===== src/spe_dly.sv =====
// ----------------------------------------------------------------------------
// spe_dly
// Enabled delay line that keeps side values aligned with the pipeline.
// ----------------------------------------------------------------------------
module spe_dly #(
    parameter int W = 64,
    parameter int D = 1
) (
    input  logic         clk,
    input  logic         rst_n,
    input  logic         en,
    input  logic [W-1:0] d,
    output logic [W-1:0] q
);

    generate
        if (D == 0)
        begin : g_wire
            assign q = d;
        end
        else
        begin : g_line
            logic [W-1:0] tap_reg [0:D-1];

            always_ff @(posedge clk or negedge rst_n)
            begin
                if (!rst_n)
                begin
                    for (int i = 0; i < D; i++)
                    begin
                        tap_reg[i] <= '0;
                    end
                end
                else if (en)
                begin
                    tap_reg[0] <= d;
                    for (int i = 1; i < D; i++)
                    begin
                        tap_reg[i] <= tap_reg[i-1];
                    end
                end
            end

            assign q = tap_reg[D-1];
        end
    endgenerate

endmodule


===== config.mk =====
export PLATFORM = sky130hd
export DESIGN_NAME = spe_dly
export DESIGN_NICKNAME = d
export VERILOG_FILES = /design/src/spe_dly.sv
export SDC_FILE = /design/constraint.sdc
export NUM_CORES = 1
export LEC_CHECK = 0
export BUFFER_PORTS_ARGS = -buffer_cell sky130_fd_sc_hd__buf_2
export CAP_MARGIN = 15
export CORE_ASPECT_RATIO = 0.6
export CORE_MARGIN = 2
export CORE_UTILIZATION = 46
export CTS_BUF_LIST = sky130_fd_sc_hd__clkbuf_16
export DETAILED_ROUTE_END_ITERATION = 8
export PLACE_DENSITY_LB_ADDON = 0.25
export SLEW_MARGIN = 30
export SYNTH_ARGS = -nofsm -noshare
export SYNTH_HDL_FRONTEND = slang
export SYNTH_SLANG_ARGS = --single-unit

===== constraint.sdc =====
create_clock -name clk -period 0.81 [get_ports clk]
set_input_delay 0.162 -clock clk [delete_from_list [all_inputs] [get_ports clk]]
set_output_delay 0.162 -clock clk [all_outputs]
set_load 0.02 [all_outputs]

Word level (Yosys, flattened, before mapping)
Cells that the tools add are included.
{"block": "word_totals", "register_bits": 64, "inputBits": 67, "out_inout_bits": 64, "wordCells": 1}

Depth between registers and ports, before layout
Gate-level depths: netlist (run 1).
{"block": "logic_depth", "depth_word": 0, "depth_mapped": 3}

Worst setup path before layout (run 1)
OpenSTA, ideal clock, no wires.
{"block": "synth_path", "kind": "input to register", "from": "input port en", "to": "register g_line.tap_reg (netlist bit q[10])", "setup_ps": 125, "arrival_ps": 768, "t_required_ps": 685, "slack_ps": -83, "cell_stages": 3, "n_path_buf": 2, "cell_sequence": "buf_6 -> buf_12 -> mux2_4"}
{"item": "start: declaration", "line_no": "11", "rtl": "input logic en,"}
{"item": "end signal: indexed assignment", "line_no": "39", "rtl": "tap_reg[i] <= tap_reg[i-1];"}
{"item": "end: declaration", "line_no": "23", "rtl": "logic [W-1:0] tap_reg [0:D-1];"}
No word-level cell between the ends.

Final worst setup path (run 1)
{"block": "layout_path", "from": "register g_line.tap_reg (netlist bit q[0])", "to": "output port q[0]"}
{"item": "end: declaration", "line_no": "13", "rtl": "output logic [W-1:0] q"}
No word-level cell between the ends.

==> results.txt, run 1 <==
The first-pass iteration count of the detailed router came out at 3. The initial antenna violation count is 0. The power density over the cells is 2220 nW/µm². The number of sinks driven by the clock tree came out at 64. The floorplan step set the die width to about 100 µm. The kind of capture point of the worst setup path is an output pin.

The critical path goes through buf_6. The proportion of power drawn by combinational gates is around a quarter. The area enclosed by the die boundary is 6470 µm².

The number of hold violations in the final report is 0. The number of logic stages on the critical path including buffering came out at 1. Counting I/O delays and the setup requirement, the final critical path takes between 1 and 1.5 ns. The final-layout setup total negative slack came out at -15.57 ns.

The switching power total came out at 0.00241 W. In this run the most critical hold path is launched from d[61]. The number of cells on the worst reg-to-reg path is 2. The top fanout value on the critical path is 2. The remaining routing DRC violations came out at 0.

The placeable core region came out at 5600 µm². The final reports fail on setup timing. The via count of the first global-routing pass is 1957.

The clock latency of the later-clocked register in the worst-skew pair is 0.32 ns. The number of I/O pins came out at 131. The first-iteration detailed-routing DRC count is 33. The worst vdd rail ir drop is 1.14 mV. The aggregate global routing overflow came out at 0.

The post-synthesis average cell area came out at 19.8 µm². The largest stage delay on the critical path came out at approximately 0.42 ns. The total design power came out at 0.00968 W. The number of different library cells used by synthesis comes to 5.

The sum of routed wire length over all layers came out at 6.22 mm. The wire length of the first global-routing pass came out at around 9.3 mm. The peak clock frequency supported by timing is just under 1 GHz.

The total number of vias is 1763. The fraction of power consumed by the clock network is between 30 and 40%. The analysis attributes to cell leakage a power of between 2 and 2.5 nW.

The hold-critical path depth came out at 2. The tightest min-delay check is of the input pin to flop type. The run finished, with violations left. The number of flip-flops in the largest register came out at 64. The count of antenna diodes in the layout is 0. The clock transition at the registers of the reported paths came out at 0.05 ns. The transition at the pin with the smallest max-transition slack came out at 0.226 ns. The total nets after synthesis came out at 202. The detail-routed via count per cell came out at 4.50.

The number of violations of the max-capacitance limit is 0. The cell area after synthesis came out at 2680 µm². The post-route netlist has 78.8% of its cells at a drive strength greater than 1.

The number of H-tree levels is 3. The worst setup path is launched from a flop. The number of nets at the end of the flow is 374. The critical path starts at q[0]. The number of CTS-inserted buffers is 9. The number of cell rows is 21. The number of warnings printed during yosys synthesis is 0. The share of synthesized area occupied by flip-flops and latches came out at 59.8%. Global routing used between 10% and 20% of the available tracks. The initial core utilization came out at 47.9%. The CTS tree is built. The number of buffers and inverters on the critical path is 1. The floorplan step set the die height to between 60 and 70 µm. The ratio of final minimum period to clock period came out at 128%. STA puts the critical path data arrival time at 0.88 ns. The cell at the slowest stage of the critical path is dfrtp_2. The maximum clock skew at final layout came out at 0 ns.

Dividing the detail-routed wire length by the instance count gives around 16 µm. Data on the critical path is required at its endpoint by 0.65 ns. The internal portion of total power is 0.00728 W. By area the synthesized netlist is led by dfrtp_1, mux2_4, buf_12, mux2_2, buf_6. The portion of total power attributed to sequential cells came out at 39.2%. The startpoint identified for the worst register-to-register timing path is q[54]. The critical path is of the flop to output pin type.

The synthesized instance count came out at roughly 140. Net switching is 24.9% of the power. Setup violations remaining at the end of the flow were counted as 96. The final weighted congestion of routability-driven global placement is 0.675. The pin count of the biggest net entering global routing is 38. The HPWL after detailed placement is 3.66 mm. Once routing completed, OpenROAD measured the worst setup slack at -0.230 ns.

The number of input and output port buffers inserted came out at 130. The share of the synthesized area in the top cell type came out at around three fifths. Setup repair after global routing could not meet its margin everywhere. The kind of cell with the highest combined delay on the critical path is flip-flops. The count of nets left with antenna violations once routing finished came out at 0.

dfrtp_1 takes more of the synthesized area than any other cell. The worst-case headroom to the max-slew limit came out at 85.0%. Prior to clock tree synthesis, the placed netlist has a worst setup slack of -0.197 ns.

The cell sitting at the root of the clock tree is a clkbuf_16. The clock passes through at most 2 buffers. The count of pins over their slew limit is 0. The synthesis-stage register bit count is 64. The signed area change from the synthesized netlist to the final layout is 63.2%.
-- synth_stat cells (all sizes together) --
| master | count |
|---|---|
| dfrtp | 64 |
| buf | 7 |
| mux2 | 64 |
-- per-stage QoR --
step	cell area, µm²	hold slack, ns	cells	utilization [%]
global route	4370	0.0644	392	78.1
finish	4370	0.0706	392	78.1
CTS	4200	0.0597	375	75.0
detailed placement	3390	0.167	343	60.6
floorplan	2690	-0.134	135	-
global placement	3390	0.164	343	60.6
-- routing by layer --
layer | global-route usage (%) | share of wire, % | vias to the layer above | wire, µm
met5 | 0 | 0 | - | 0
met3 | 7.55 | 7.9 | 12 | 494
met4 | 7.67 | 2.5 | 0 | 153
met2 | 30.3 | 48 | 79 | 2970
met1 | 23.8 | 42 | 857 | 2600
li1 | - | - | 815 | -
-- power by group through the flow --
stage	sequential [W]	clock (W)	combinational (W)
floorplan	0.00415	0	0.000655
global placement	0.00375	0	0.00165
detailed placement	0.00374	0	0.00167
CTS	0.00378	0.00364	0.00216
global route	0.00383	0.00379	0.00245
finish	0.00380	0.00356	0.00232
-- cell families after synthesis --
kind of cell	Yosys count	share of synthesized area (%)
buf+inv	7	4.90
mux	64	35.3
flops	64	59.8
-- final cells by class --
type                            count  area [µm²]
Clock buffer                        9         225
Clock inverter                      7        53.8
Fill cell                         319        1220
Multi-Input combinational cell     64         950
Sequential cell                    64        1610
Tap cell                           80         100
Timing Repair Buffer              168        1440
-- repair_timing --
item,4_1_cts,5_1_grt
hold buffers,1,0
buffers inserted,15,17
gates resized for setup,128,13
setup endpoints to repair,64,82
endpoints found under the hold margin,64,0
-- cells in the final DEF, fill, tap and decap left out --
| master | netlist | final |
|---|---|---|
| buf_12 | 6 | 4 |
| buf_6 | 1 | 76 |
| bufinv_16 | 0 | 1 |
| buf_2 | 0 | 65 |
| dfrtp_1 | 64 | 60 |
| inv_1 | 0 | 1 |
| dlygate4sd3_1 | 0 | 1 |
| mux2_4 | 60 | 61 |
| buf_4 | 0 | 22 |
| clkbuf_16 | 0 | 9 |
| clkinv_2 | 0 | 1 |
| mux2_2 | 4 | 3 |
| dfrtp_2 | 0 | 4 |
| clkinv_1 | 0 | 4 |
-- final timing paths --
| check | to | slack (ns) |
|---|---|---|
| max | q[0] | -0.23 |
| min | q[61] | 0.07 |
| max reg2reg | q[54] | -0.11 |
| min reg2reg | q[61] | 0.53 |
| max in group asynchronous | q[61] | 0.22 |
| min in group asynchronous | q[21] | 0.36 |
Note: power is estimated with default switching activity, not from simulation.
==> run 2, diff against run 1 <==
Settings changed: CORE_UTILIZATION 46 to 41, SKIP_LAST_GASP from default to 1.
Clock period 0.81 ns to 0.88 ns, I/O delays scaled along.
==> run 2 against run 1 <==
Net effect:
- the run still ends with setup timing left
- total power down 7.7%
- cell count up 2.0%
- utilization down 7.2 points
- wire length down 2.5%
- critical path depth unchanged
- clock skew unchanged
- via count up 0.17%
- critical path type unchanged
- critical endpoint is now q[61]
==> results.txt, run 2 (synthesis gave the netlist of run 1 again) <==
The number of hold violations in the final report is 0. The final route contains roughly 1.8k vias. Counting the buffers created by CTS gives 9. Across the VDD grid, the largest voltage drop is 1.11 mV. CTS built an H-tree with a depth of 3.

The initial antenna violation count came out at 0. The vertical die dimension came out at 66.6 µm. The run finished, with violations left. The first-pass iteration count of the detailed router came out at 4. Between clock sinks in the finished design, the worst skew comes to 0 ns. Clock tree synthesis selected as its root buffer the cell clkbuf_16. The number of cell rows is 22. For this run the aggregate overflow at the end of global routing stands at 0.

The count of pins over their slew limit is 0. The slowest stage of the critical path is the dfrtp_1 cell. The final period demand of the worst path is 1.04 ns. The checks that failed: setup timing.

The placeable core region came out at 6220 µm². The power density over the cells is roughly 2000 nW/µm². The count of antenna diodes in the layout came out at 0.

The count of buffer and inverter cells on the critical path came out at 1. The clock latency of the later-clocked register in the worst-skew pair is 0.31 ns. STA puts the critical path data arrival time at 0.86 ns. The area enclosed by the die boundary came out at a little over 7000 µm². The wire length of the first global-routing pass came out at around 9.3 mm. The die outline width is between 100 and 150 µm. In this run the tightest slew margin relative to its limit is 76.5%.

Leaving out fill and tap cells, the most frequent cells in the layout are buf_6, buf_2, dfrtp_1. The ratio of final minimum period to clock period is 118%. The number of nets with antenna violations after detailed routing came out at 0. The number of I/O pins is 131. The signed area change from the synthesized netlist to the final layout came out at 64.6%. The library cell used most frequently in the layout, excluding fill and tap cells, is buf_6. The clock passes through at most 2 buffers. The final-layout setup total negative slack came out at -9.30 ns. The required time at the endpoint of the critical path is approximately 0.70 ns. The first routing iteration left 29 violations. The final standard cell area without fillers came out at 4410 µm². The clock net in this run drives a total of 64 sinks. STA classifies the critical path startpoint as a flop.

The number of setup violations in the final report came out at 95. The number of flip-flops in the largest register came out at 64. The top fanout value on the critical path is 2. The number of nets at the end of the flow came out at approximately 380.

The number of violations of the max-capacitance limit came out at 0. The clock transition at the registers of the reported paths is 0.05 ns. Summed over all nets, the half-perimeter wirelength after detailed placement is 3.95 mm. The count of fill cells added during filler insertion is 426. Traced cell by cell, the critical path runs through buf_6. The setup path with the least slack is of type flop to output pin.

The largest stage delay on the critical path is about 0.40 ns. Cells with a size suffix above 1 make up 78.5% of the layout. After detailed routing, the number of vias per cell comes to between 4 and 5.

The pin count of the biggest net entering global routing is 37. The transition at the pin with the smallest max-transition slack came out at 0.352 ns. The kind of cell with the highest combined delay on the critical path is flip-flops. The sum of routed wire length over all layers is slightly above 6 mm. STA classifies the critical path endpoint as an output pin. Once the floorplan was initialized, standard cells occupied 43.1% of the core. Setup repair after global routing could not meet its margin everywhere.

The all-layer global routing usage is 17.5%. The peak clock frequency supported by timing is ~0.96 GHz. In the final routed layout, each cell accounts on average for 15.1 µm. Routability-driven placement finished with a final weighted congestion of between 0.7 and 0.8. The worst hold path belongs to the class input pin to flop.

The remaining routing DRC violations is 0. The minimum setup slack in the final design came out at -0.157 ns. The via count of the first global-routing pass was 1839. The CTS tree is built. Input and output buffers added on the ports amount to 130. The cell area after placement came out at 3420 µm².

The leakage power figure is 2.30 nW.
==> run 2: changes by cell type in the layout (fill, tap and decap cells not counted), sizes merged <==
cell,before,now
buf,167,171
clkinv,5,3
inv,1,3
==> run 2: per-stage QoR <==
step           hold slack, ns  total power [W]  worst slack, ns  util [%]  std cells
4_1_cts                0.0699          0.00893           -0.172      68.4        385
5_1_grt                0.0729          0.00938           -0.187      70.9        400
3_3_place_gp            0.167          0.00498           -0.118      55.0        349
2_1_floorplan          -0.120          0.00442           0.0213         -        135
3_5_place_dp            0.164          0.00500           -0.127      55.0        349
6_report               0.0840          0.00894           -0.157      70.9        400
==> run 2: area by class of cell <==
class / count / area (µm²) / share of cell area, %
sequential: 64 / 1600 / 36.3
timing repair buffer: 172 / 1480 / 33.5
clock buffer: 9 / 225 / 5.11
clock inverter: 7 / 56.3 / 1.28
tap: 84 / 105 / 2.38
multi-input combinational: 64 / 946 / 21.5
==> run 2: repair_timing <==
action,4_1_cts,5_1_grt
gates resized for setup,128,11
pin swaps,0,0
endpoints found under the hold margin,64,0
setup buffers,19,16
endpoints found under the setup margin,64,83
hold buffers,1,0
==> run 2: report_power, final <==
part | switching (W) | internal [W]
clock network | 0.00116 | 0.00214
registers | 0.000234 | 0.00325
logic | 0.000822 | 0.00133
total | 0.00222 | 0.00672
==> run 2: final timing paths <==
path	start	endpoint	slack [ns]	depth (start not counted)
max	q[61]	q[61]	-0.16	1
min	d[17]	q[17]	0.08	2
max reg2reg	q[44]	q[44]	-0.04	2
min reg2reg	q[11]	q[11]	0.53	1
max in group asynchronous	rst_n	q[49]	0.17	3
min in group asynchronous	rst_n	q[13]	0.37	3
==> run 2: layer usage <==
metal | wire length [µm] | global-route usage (%) | part of all wire, %
met5 | 0 | 0 | 0
met4 | 108 | 7.37 | 1.8
met3 | 497 | 6.65 | 8.2
met2 | 2770 | 27.4 | 46
met1 | 2680 | 22.0 | 44
